<file path="src/rtl/b3hs_pkg.sv">
`timescale 1ns / 1ps
// Shared constants, word types and arithmetic helpers of the 3x3 box filter block.
package b3hs_pkg;

  // Widest image row that the line store holds.
  localparam int unsigned MaxWidth     = 1024;
  localparam int unsigned LineDepth    = MaxWidth + 1;
  localparam int unsigned ColW         = $clog2(LineDepth);
  localparam int unsigned HeightLimit  = 4096;
  localparam int unsigned RowW         = 13;
  localparam int unsigned FrameWidthW  = 11;
  localparam int unsigned FrameHeightW = 13;
  localparam int unsigned CfgDataW     = 13;
  localparam int unsigned CfgIdxW      = 2;
  localparam int unsigned PixW         = 8;
  localparam int unsigned SumW         = 12;

  localparam int unsigned ResetWidth   = (MaxWidth < 512) ? MaxWidth : 512;
  localparam int unsigned ResetHeight  = 512;

  localparam logic [CfgIdxW-1:0] CfgFrameWidth  = 2'd0;
  localparam logic [CfgIdxW-1:0] CfgFrameHeight = 2'd1;

  typedef struct packed {
    logic [PixW-1:0] blue;
    logic [PixW-1:0] green;
    logic [PixW-1:0] red;
    logic            is_padding;
  } in_word_t;

  typedef struct packed {
    logic [PixW-1:0] gray_value;
    logic [PixW-1:0] mean_value;
    logic [PixW-1:0] highpass_value;
    logic [PixW-1:0] sharpen_value;
    logic            end_of_frame;
  } out_word_t;

  // One column of the 3x3 window, top row first.
  typedef struct packed {
    logic [PixW-1:0] top;
    logic [PixW-1:0] mid;
    logic [PixW-1:0] bot;
  } win_col_t;

  typedef struct packed {
    logic shift;
    logic clear;
  } cell_ctrl_t;

  // Division by three through a reciprocal; exact for sums up to 765.
  function automatic logic [PixW-1:0] div3(input logic [9:0] s);
    logic [19:0] p;
    p = {10'd0, s} * 20'd683;
    return p[18:11];
  endfunction

  // Division by nine through a reciprocal; exact for sums up to 2295.
  function automatic logic [PixW-1:0] div9(input logic [SumW-1:0] s);
    logic [23:0] p;
    p = {12'd0, s} * 24'd3641;
    return p[22:15];
  endfunction

endpackage

</file>
<file path="src/rtl/b3hs_cell.sv">
`timescale 1ns / 1ps
// One column cell of the 3x3 window; on each shift it loads its neighbor's column, or zero when cleared.
module b3hs_cell (
  input  logic                 clk_i,
  input  logic                 rst_ni,
  input  b3hs_pkg::cell_ctrl_t ctrl_i,
  input  b3hs_pkg::win_col_t   col_i,
  output b3hs_pkg::win_col_t   col_o
);
  import b3hs_pkg::*;

  win_col_t col_q;
  win_col_t col_d;

  always_comb begin
    col_d = col_q;
    if (ctrl_i.shift) begin
      col_d = ctrl_i.clear ? '0 : col_i;
    end
  end

  always_ff @(posedge clk_i or negedge rst_ni) begin
    if (!rst_ni) begin
      col_q <= '0;
    end else begin
      col_q <= col_d;
    end
  end

  assign col_o = col_q;

endmodule

</file>
<file path="config.mk">
export PLATFORM = sky130hd
export DESIGN_NAME = b3hs_cell
export DESIGN_NICKNAME = d
export VERILOG_FILES = /design/src/rtl/b3hs_pkg.sv /design/src/rtl/b3hs_cell.sv
export SDC_FILE = /design/constraint.sdc
export NUM_CORES = 1
export LEC_CHECK = 0
export ABC_CLOCK_PERIOD_IN_PS = 1200
export BUFFER_PORTS_ARGS = -buffer_cell sky130_fd_sc_hd__buf_4
export CAP_MARGIN = 10
export CORE_MARGIN = 3
export CORE_UTILIZATION = 40
export CTS_BUF_LIST = sky130_fd_sc_hd__clkbuf_2 sky130_fd_sc_hd__clkbuf_4 sky130_fd_sc_hd__clkbuf_8
export DETAILED_ROUTE_END_ITERATION = 8
export GPL_ROUTABILITY_DRIVEN = 0
export GPL_TIMING_DRIVEN = 0
export HOLD_SLACK_MARGIN = 0.06
export PLACE_DENSITY_LB_ADDON = 0.2
export SLEW_MARGIN = 20
export SYNTH_ARGS = -nofsm -noshare
export SYNTH_HDL_FRONTEND = slang
export SYNTH_SLANG_ARGS = --single-unit
</file>
<file path="constraint.sdc">
create_clock -name clk_i -period 1.2 [get_ports clk_i]
set_input_delay 0.18 -clock clk_i [delete_from_list [all_inputs] [get_ports clk_i]]
set_output_delay 0.18 -clock clk_i [all_outputs]
set_load 0.01 [all_outputs]
</file>
==> flow_metrics.py <==
metrics = {
    "layout": {
        "utilization": 0.641,
        "antennaDiodeCount": 0,
        "finalNonFillerCells": 186,
        "finish.net_count": 187,
        "largest_reg_flops": 24,
        "final_layout_size_suffix_gt1_frac": 0.373,
        "areaGrowthSynthToFinish_pct": 43.8,
        "finish.instance_area_um2": 1500,
    },
    "route": {
        "vias": 882,
        "firstDrtPassIters": 4,
        "viasPerCell": 4.74,
        "final_antenna_net_count": 0,
        "wl_per_cell_um": 13.1,
        "drt_iter0_drc": 22,
        "post-route-drc-count": 0,
        "wirelength_um": 2440,
    },
    "clock_tree": {
        "clock_latency_ps": 300,
        "clockBufferDepth": 2,
        "clockRootBuffer": "clkbuf_4",
        "clk_pin_slew_ps": 120,
        "cts_tree": "yes",
        "htreeDepth": 1,
        "cts.repair.resized": 0,
        "cts_buffers": 3,
        "clock-sinks": 24,
    },
    "power": {
        "peakVddDrop_mv": 0.687,
        "p_leak_nw": 0.749,
        "total_power_mw": 1.65,
        "power.density_nw_per_um2": 1100,
    },
    "sta": {
        "finalCriticalPeriod_ps": 1040,
        "slew_viol_final": 0,
        "worst-slew-pin-transition_ps": 388,
        "finalHoldViolCount": 0,
        "whs_ps": 106,
        "setup_viol": 0,
        "relSlewSlack": 0.741,
        "worst_slack_ps": 156,
        "fin_crit_sh": 0.870,
        "rsz0062_at_grt": "no",
        "max_freq_mhz": 958,
        "fin_worst_skew_ps": 0,
        "tns_ps": 0,
    },
    "floorplan": {
        "ios": 52,
        "die_area_um2": 3250,
        "die_w_um": 57.0,
        "core_area_um2": 2340,
        "die-height_um": 57.0,
        "initial_core_util": 0.445,
        "rows": 17,
    },
    "global_route": {
        "grt_pass1_vias": 914,
        "grt_first_pass_wirelength_um": 4020,
        "grt_use_total": 0.154,
        "antenna_found_initial": 0,
        "grt_max_degree": 25,
        "gr-total-overflow": 0,
    },
    "placement": {
        "pre_cts_ws_ps": 362,
        "dp.cells": 181,
        "placed_area_um2": 1450,
        "dpl.hpwl_um": 1850,
        "numPortBuffers": 50,
    },
    "job": {
        "drv_cap": 0,
    },
    "synthesis": {
        "yosysTopAreaCellShare": 0.576,
        "async_flop_share": 1.00,
        "synth_area_um2": 1040,
        "yosys.area.top_type": "dfrtp_1",
        "ys.flop_type": "dfrtp_1",
        "syn_avg_cell_area_um2": 10.1,
        "syn_inst": 103,
        "synth_warnings": 0,
        "synth_edf_count": 0,
        "synth_common_cells": "dfrtp_1 (24), inv_1 (24), nand3b_1 (24), o21ai_0 (16), o21ai_1 (8)",
        "yosysSeqAreaShare": 0.576,
        "ys_types": 8,
        "synth-seq-cells": 24,
        "syn_nets": 131,
        "synthTopCellsByArea": "dfrtp_1 (58%), nand3b_1 (17%), inv_1 (8.6%)",
    },
    "worst_setup_path": {
        "r2r_start": "col_o[12]",
        "r2r_setup_slack_ps": 530,
        "r2r_end": "col_o[12]",
        "cp-start-kind": "flop",
        "path_delay_family": "flip-flops",
        "crit_required_ps": 1020,
        "critPathMaxFanout": 2,
        "crit_buf_inv": 1,
        "end_kind": "output pin",
        "rr_worst_depth": 2,
        "arrival_ps": 860,
        "cp_slowest_cell": "dfrtp_1",
        "max_stage_delay_ps": 410,
        "crit_cells": 1,
        "cp_cell_sequence": "buf_4",
        "path_class": "flop to output pin",
    },
    "hold_path": {
        "hold_path_end": "col_o[11]",
        "whs_path_depth": 3,
        "min-delay-start": "col_i[11]",
        "hold_class": "input pin to flop",
    },
    "run_status": {
        "run_status": "complete, no violations",
    },
}
[cells by family (layout without fill, tap and decap cells)]
group	count (synthesis)	in the layout	synth area share
AO/OA/AOI/OAI	24	24	0.115
buffers and inverters	31	86	0.136
flip-flops	24	24	0.576
AND/OR/NAND/NOR	24	24	0.173
[tightest hold or removal path, cell delays in order]
cell and delay (ps):
buf_4 80, nand3b_1 60, o21ai_0 60
[power breakdown]
group          internal [mW]  switching [mW]  leakage [nW]  total, mW
Sequential             0.872          0.0353         0.312      0.907
Combinational          0.187           0.152         0.416      0.339
Clock                  0.185           0.223        0.0210      0.408
Total                   1.24           0.410         0.749       1.65
[placed cells by master, fill, tap and decap left out]
cell type	n
buf_4	50
inv_1	24
nand3b_1	24
dfrtp_1	24
o21ai_0	16
o21ai_1	8
buf_6	3
clkbuf_4	3
clkbuf_1	2
buf_2	2
clkbuf_8	1
dlygate4sd3_1	1
[final cells by class]
cell class	count	area, um2
multi-input combinational	48	300
fill	212	841
timing repair buffer	51	385
clock buffer	4	36.3
sequential	24	601
tap	28	35.0
buffer	7	51.3
inverter	24	90.1
[worst max-delay path by stage]
stage / slack (ps) / start / to
after floorplan: 520 / ctrl_i[1] / col_o[16]
after global placement: 410 / ctrl_i[0] / col_o[0]
after detailed placement: 360 / ctrl_i[0] / col_o[8]
after CTS: 140 / col_o[5] / col_o[5]
after global routing: 120 / col_o[22] / col_o[22]
final: 160 / col_o[7] / col_o[7]
[routing by layer]
layer / track usage / vias to the layer above / share of wire
met4: 0.0596 / 0 / 0.0066
met1: 0.207 / 412 / 0.44
met2: 0.250 / 32 / 0.48
met3: 0.0249 / 2 / 0.073
li1: - / 436 / -
met5: 0 / - / 0
[repair_timing]
item	4_1_cts	5_1_grt
endpoints found under the hold margin	24	0
buffers inserted	0	0
hold buffers	1	0
Power figures use the tool's default switching activity.
