<file path="config.mk">
export PLATFORM = sky130hd
export DESIGN_NAME = b3hs_ram
export DESIGN_NICKNAME = d
export VERILOG_FILES = /design/src/rtl/b3hs_ram.sv
export SDC_FILE = /design/constraint.sdc
export NUM_CORES = 1
export LEC_CHECK = 0
export BUFFER_PORTS_ARGS = -buffer_cell sky130_fd_sc_hd__buf_2
export CORE_MARGIN = 2
export CORE_UTILIZATION = 58
export DETAILED_ROUTE_END_ITERATION = 8
export PLACE_DENSITY = 0.85
export SLEW_MARGIN = 20
export SYNTH_ARGS = -nofsm -noshare
export SYNTH_HDL_FRONTEND = slang
export SYNTH_SLANG_ARGS = --single-unit
</file>
<file path="constraint.sdc">
create_clock -name clk_i -period 2.5 [get_ports clk_i]
set_clock_uncertainty 0.05 [all_clocks]
set_input_delay 0.5 -clock clk_i [delete_from_list [all_inputs] [get_ports clk_i]]
set_output_delay 0.5 -clock clk_i [all_outputs]
set_load 0.02 [all_outputs]
</file>
<file path="src/rtl/b3hs_ram.sv">
`timescale 1ns / 1ps
// Generic single-write, single-read RAM with a registered read port.
module b3hs_ram #(
  parameter int unsigned Width = 8,
  parameter int unsigned Depth = 16,
  localparam int unsigned AddrW = (Depth > 1) ? $clog2(Depth) : 1
) (
  input  logic             clk_i,
  input  logic             wr_en_i,
  input  logic [AddrW-1:0] wr_addr_i,
  input  logic [Width-1:0] wr_data_i,
  input  logic             rd_en_i,
  input  logic [AddrW-1:0] rd_addr_i,
  output logic [Width-1:0] rd_data_o
);

  logic [Width-1:0] mem_q [Depth];
  logic [Width-1:0] rd_data_q;

  always_ff @(posedge clk_i) begin
    if (wr_en_i) begin
      mem_q[wr_addr_i] <= wr_data_i;
    end
    if (rd_en_i) begin
      rd_data_q <= mem_q[rd_addr_i];
    end
  end

  assign rd_data_o = rd_data_q;

endmodule

</file>
==> flow_summary.ini, run 1 <==
[route]
first_pass_iters = 4
viasPerCell = 6.24
routed_wl_um = 10400
vias = 2522
postRouteAntennaNets = 0
wl_per_cell_um = 25.6
drt_iter0_markers = 190
route.detailed.drc = 0

[yosys]
synth_fa_ha_area_frac = 0
yosysWarnings = 0
synth_top_family_by_area = multiplexers
synth_area_leader_cell = edfxtp_1
synth.area.top_cells = edfxtp_1, mux4_2, mux4_1
synth_mux_area_frac = 0.148
synthDistinctLibCells = 18
synth_compound_area_frac = 0.0230
syn-instance-count = 229
synth_seq_cells = 136
avgSynthCellArea_um2 = 22.8
syn_area_um2 = 5230
synth_fp_nets = 248
synth-simple-area-share = 0.0314
synth-xor-area-share = 0
synth_top_cell_area_share = 0.781
yosysSeqAreaShare = 0.781

[timing]
fin_tns_setup_ps = 0
layout_min_cycle_time_ps = 1730
rsz0062_at_grt = no
hold_viol_final = 0
fin_crit_sh = 0.690
slew_headroom = 0.522
slew_violations = 0
fmax_mhz = 579
setup_ws_ps = 774
worst_pin_slew_ps = 715
final-setup-viol-count = 0
timing.hold.ws_ps = 310

[worst_setup_path]
critPathRequiredTime_ps = 2680
arrival_ps = 1910
cp_max_fo = 8
startpoint_type = input port
path_class = in -> reg
cp-end-kind = register

[cells_and_area]
layout-drive-gt1-share = 0.301
seqCellArea_um2 = 4080
layout_commonest_cell = edfxtp_1
multi_input_area_um2 = 1060
finalInstanceArea_um2 = 6110
fin_cells = 404
layout.nets = 302
final_cell_mix = edfxtp_1, buf_2, mux4_2
syn_to_final_growth_pct = 16.9
post-route-util = 0.701
n_fill_cell = 492
diodes = 0

[global_routing]
grt_usage = 0.232
grt_pass1_vias = 2572
grt_start_max_net_pins = 33
antenna_found_initial = 0
grt_pass1_wl_um = 15600
overflow = 0

[cts]
cts_setup_buffers = 0
clk_latency_ps = 520
cts-root-buf = clkbuf_8
hold_buffers = 0
cts.sinks = 136
tritoncts = yes
h-tree-depth = 4
post_cts_resized = 0
cts_made_buffers = 17
path_clk_slew_ps = 60
cts_buffer_depth = 2

[floorplan]
die_area_um2 = 9790
die_x_um = 98.9
initial_core_util = 0.599
core_um2 = 8720
boundaryPins = 27
rows = 34
die_h_um = 98.9

[place]
dp.cells = 372
dpl.hpwl_um = 6080
port_buffers = 26
place_congestion = 0.756
place_area_um2 = 5570
dp_worst_setup_slack_ps = 258

[job]
maxCapViolCount = 0

[power_and_ir_drop]
power_mw = 5.09
power_density_nw_per_um2 = 833
p_leak_nw = 2.08
ir_drop_uv = 547

[status]
outcome = finished, final reports clean

[worst_hold_path]
hold_class = in -> reg
## final timing paths
kind | to | slack (ps) | cells past startpoint | startpoint
worst max-delay path | rd_data_o[6] | 770 | 5 | rd_addr_i[0]
worst min-delay path | rd_data_o[0] | 310 | 1 | rd_en_i
worst min register to register | rd_data_o[0] | 690 | 3 | mem_q[14][0]
worst max register to register | rd_data_o[6] | 900 | 3 | mem_q[2][6]
## critical path: stages
cell	delay (ps)
buf_2	230
buf_4	260
mux4_2	550
a22oi_1	220
nand2_1	130
## routing by layer
metal  share of wire  vias to the layer above  track usage  wire (um)
met2            0.51                      107        0.365       5310
met5               0                        -            0          0
met3           0.065                       14       0.0624        676
met4           0.015                        0       0.0780        153
li1                -                     1089            -          -
met1            0.41                     1312        0.322       4220
## area by class of cell
class	count	area share
clock buffers	21	0.0702
multi-input cells	83	0.173
clock inverters	11	0.0174
well taps	108	0.0221
repair buffers	45	0.0487
flip-flops and latches	136	0.668
## Yosys cell counts, drive strengths merged
| cell | number |
|---|---|
| nand2b | 2 |
| mux4 | 32 |
| edfxtp | 136 |
| nor2 | 13 |
| nand2 | 9 |
| nor3 | 4 |
| nand3 | 1 |
| buf | 7 |
| or3b | 1 |
| nor2b | 1 |
| nand3b | 2 |
| and2 | 1 |
| clkdlybuf4s25 | 3 |
| a22oi | 16 |
| and2b | 1 |
## cells by family after synthesis
| family | count (synthesis) |
|---|---|
| AO/OA/AOI/OAI | 16 |
| flip-flops | 136 |
| AND/OR/NAND/NOR | 35 |
| multiplexers | 32 |
| buffers and inverters | 10 |
## where the power goes
| group | switching (mW) | leakage, nW | internal, mW |
|---|---|---|---|
| sequential | 0.0151 | 1.24 | 2.57 |
| clock | 0.862 | 0.258 | 1.40 |
| combinational | 0.145 | 0.583 | 0.101 |
## sequential cells by signal (all words and copies together) (netlist names)
| signal | cells |
|---|---|
| rd_data_o | 8 |
| mem_q | 128 |
Note: power is estimated with default switching activity, not from simulation.
==> run 2: changes to the inputs <==
--- a/config.mk
+++ b/config.mk
@@ -5,11 +5,12 @@
 export SDC_FILE = /design/constraint.sdc
 export NUM_CORES = 1
 export LEC_CHECK = 0
+export ABC_AREA = 1
 export BUFFER_PORTS_ARGS = -buffer_cell sky130_fd_sc_hd__buf_2
 export CORE_MARGIN = 2
-export CORE_UTILIZATION = 58
+export CORE_UTILIZATION = 55
 export DETAILED_ROUTE_END_ITERATION = 8
-export PLACE_DENSITY = 0.85
+export PLACE_DENSITY = 0.84
 export SLEW_MARGIN = 20
 export SYNTH_ARGS = -nofsm -noshare
 export SYNTH_HDL_FRONTEND = slang
==> constraint.sdc (replaced) <==
create_clock -name clk_i -period 1.45 [get_ports clk_i]
set_clock_uncertainty 0.05 [all_clocks]
set_input_delay 0.29 -clock clk_i [delete_from_list [all_inputs] [get_ports clk_i]]
set_output_delay 0.29 -clock clk_i [all_outputs]
set_load 0.02 [all_outputs]
==> run 2 against run 1 <==
  * The flow now finishes with violations (negative setup slack)
  * Area after synthesis up 12%
  * Sequential cell count unchanged
  * Sequential power up 72%
  * Worst hold slack worse by 210 ps
  * Critical path type is now reg -> out
  * Highest routed layer unchanged
==> flow_summary.ini, run 2 <==
[status]
outcome = finished, violations left
violations = negative setup slack

[worst_setup_path]
cp-end-kind = output port
slowest_delay_ps = 430
path_class = reg -> out
path_buf_inv = 1
arrival_ps = 1120
reg2reg_slack_ps = 180
worstPathCellList = buf_6
critPathRequiredTime_ps = 1110
path_delay_family = flip-flops
cp_max_fo = 1
crit_slowest_cell = edfxtp_1
startpoint_type = register

[yosys]
yosysSeqAreaShare = 0.698
synth_area_leader_cell = edfxtp_1
synth.area.top_cells = edfxtp_1, nand2_1, nand3_1
avgSynthCellArea_um2 = 10.6
async_flop_share = 0
synthDistinctLibCells = 11
synth_seq_cells = 136
synth_top_cell_area_share = 0.698
synthFlopType = edfxtp_1
syn_area_um2 = 5850
yosysMostFrequentCell = nand2_1
yosysWarnings = 0
synth_fp_nets = 570
synth_common_cells = nand2_1, edfxtp_1, inv_1
synth_edf_count = 136
syn-instance-count = 551

[cts]
tritoncts = yes
path_clk_slew_ps = 60
cts_buffer_depth = 2
hold_buffers = 0
cts_made_buffers = 17
cts_setup_buffers = 0
h-tree-depth = 4
cts.sinks = 136
cts-root-buf = clkbuf_8
clk_latency_ps = 520

[timing]
slew_headroom = 0.590
fmax_mhz = 686
fin_tns_setup_ps = -14.0
hold_viol_final = 0
fin_crit_sh = 1.00
worst_pin_slew_ps = 614
layout_min_cycle_time_ps = 1460
final-setup-viol-count = 3
rsz0062_at_grt = yes
setup_ws_ps = -7.14
slew_violations = 0

[cells_and_area]
layout-drive-gt1-share = 0.133
finalInstanceArea_um2 = 6890
diodes = 0
fin_cells = 745
syn_to_final_growth_pct = 17.8
final_cell_mix = nand2_1, edfxtp_1, inv_1
post-route-util = 0.667
layout.nets = 615
largest-register = mem_q
layout_commonest_cell = nand2_1
largest_reg_flops = 128
n_fill_cell = 710

[floorplan]
core_um2 = 10300
die_x_um = 107
initial_core_util = 0.566
die_area_um2 = 11500
rows = 37
die_h_um = 107
boundaryPins = 27

[power_and_ir_drop]
intPower_mw = 7.74
clock_power_share = 0.482
power_density_nw_per_um2 = 1410
p_leak_nw = 2.99
switchingPower_mw = 1.99
ir_drop_uv = 1080
p_seq_frac = 0.458
pwr-share-comb = 0.060
sw_frac_of_total = 0.205

[global_routing]
grt_pass1_wl_um = 20700
grt_start_max_net_pins = 63
overflow = 0
grt_usage = 0.249
antenna_found_initial = 0
grt_pass1_vias = 4029

[place]
dp_worst_setup_slack_ps = -99.9
dp.cells = 713
dpl.hpwl_um = 7830
place_area_um2 = 6210
port_buffers = 26
place_congestion = 0.871

[route]
routed_wl_um = 13300
postRouteAntennaNets = 0
route.detailed.drc = 0
first_pass_iters = 5
wl_per_cell_um = 17.9
vias = 4029
drt_iter0_markers = 468
viasPerCell = 5.41

[job]
maxCapViolCount = 0

[worst_hold_path]
hold_class = in -> reg
-- run 2: changes by cell type after synthesis, moves of 3 or more --
cell / delta
mux4_1: -14
buf_2: +10
mux4_2: -18
buf_6: +3
nor2_1: +4
nand3_1: +96
nand2_1: +164
clkdlybuf4s25_2: -3
a22oi_1: -16
buf_4: +3
inv_1: +100
nor3_1: -4
-- run 2: timing repair --
item                                    4_1_cts  5_1_grt
resized for setup                            10        0
pin swaps                                     0        0
endpoints found under the setup margin        5        4
hold endpoints to repair                      0        0
-- run 2: path summary, 6_finish.rpt --
kind | startpoint | endpoint | depth (start not counted)
worst max-delay path | rd_data_o[4] | rd_data_o[4] | 1
worst min-delay path | rd_en_i | rd_data_o[4] | 1
worst max register to register | mem_q[13][0] | rd_data_o[0] | 6
worst min register to register | mem_q[3][0] | rd_data_o[0] | 6
-- run 2: layout make-up --
cell class                 count  area [um^2]  area share
multi-input combinational    289         1210       0.176
clock buffer                  19          422      0.0612
sequential                   136         4080       0.593
tap                          136          170      0.0247
timing repair buffer          50          392      0.0568
inverter                     102          383      0.0556
clock inverter                13          226      0.0329
-- run 2: layer usage --
metal / up-vias / routed length [um] / part of all wire / track usage
met4: 0 / 359 / 0.027 / 0.115
li1: 1872 / - / - / -
met3: 34 / 1100 / 0.083 / 0.0620
met1: 1900 / 5310 / 0.40 / 0.331
met2: 223 / 6560 / 0.49 / 0.388
met5: - / 0 / 0 / 0
-- run 2: logic make-up (layout without fill, tap and decap cells) --
family	Yosys count	in the layout	synth area share
AND/OR/NAND/NOR	289	289	0.208
buffers and inverters	126	184	0.0939
flip-flops	136	136	0.698
-- run 2: worst reg2reg max path, stage by stage, from the launching register on --
cell	delay (ps)
edfxtp_1	350
inv_1	60
nand2_1	60
nand3_1	100
nand3_1	160
nand3_1	180
nand2_1	60
-- run 2: per-stage QoR --
| step | hold WS (ps) | power [mW] |
|---|---|---|
| 2_1_floorplan | 339 | 4.87 |
| 3_3_place_gp | 610 | 5.08 |
| 3_5_place_dp | 631 | 5.10 |
| 5_1_grt | 78.2 | 10.0 |
| 4_1_cts | 85.6 | 9.77 |
| 6_report | 102 | 9.74 |
-- run 2: power groups by stage --
stage / Clock, mW / Combinational, mW / Sequential (mW)
final: 4.69 / 0.585 / 4.46
after global routing: 4.90 / 0.640 / 4.47
after CTS: 4.73 / 0.579 / 4.46
after detailed placement: 0 / 0.556 / 4.54
after global placement: 0 / 0.543 / 4.54
after floorplan: 0 / 0.310 / 4.56
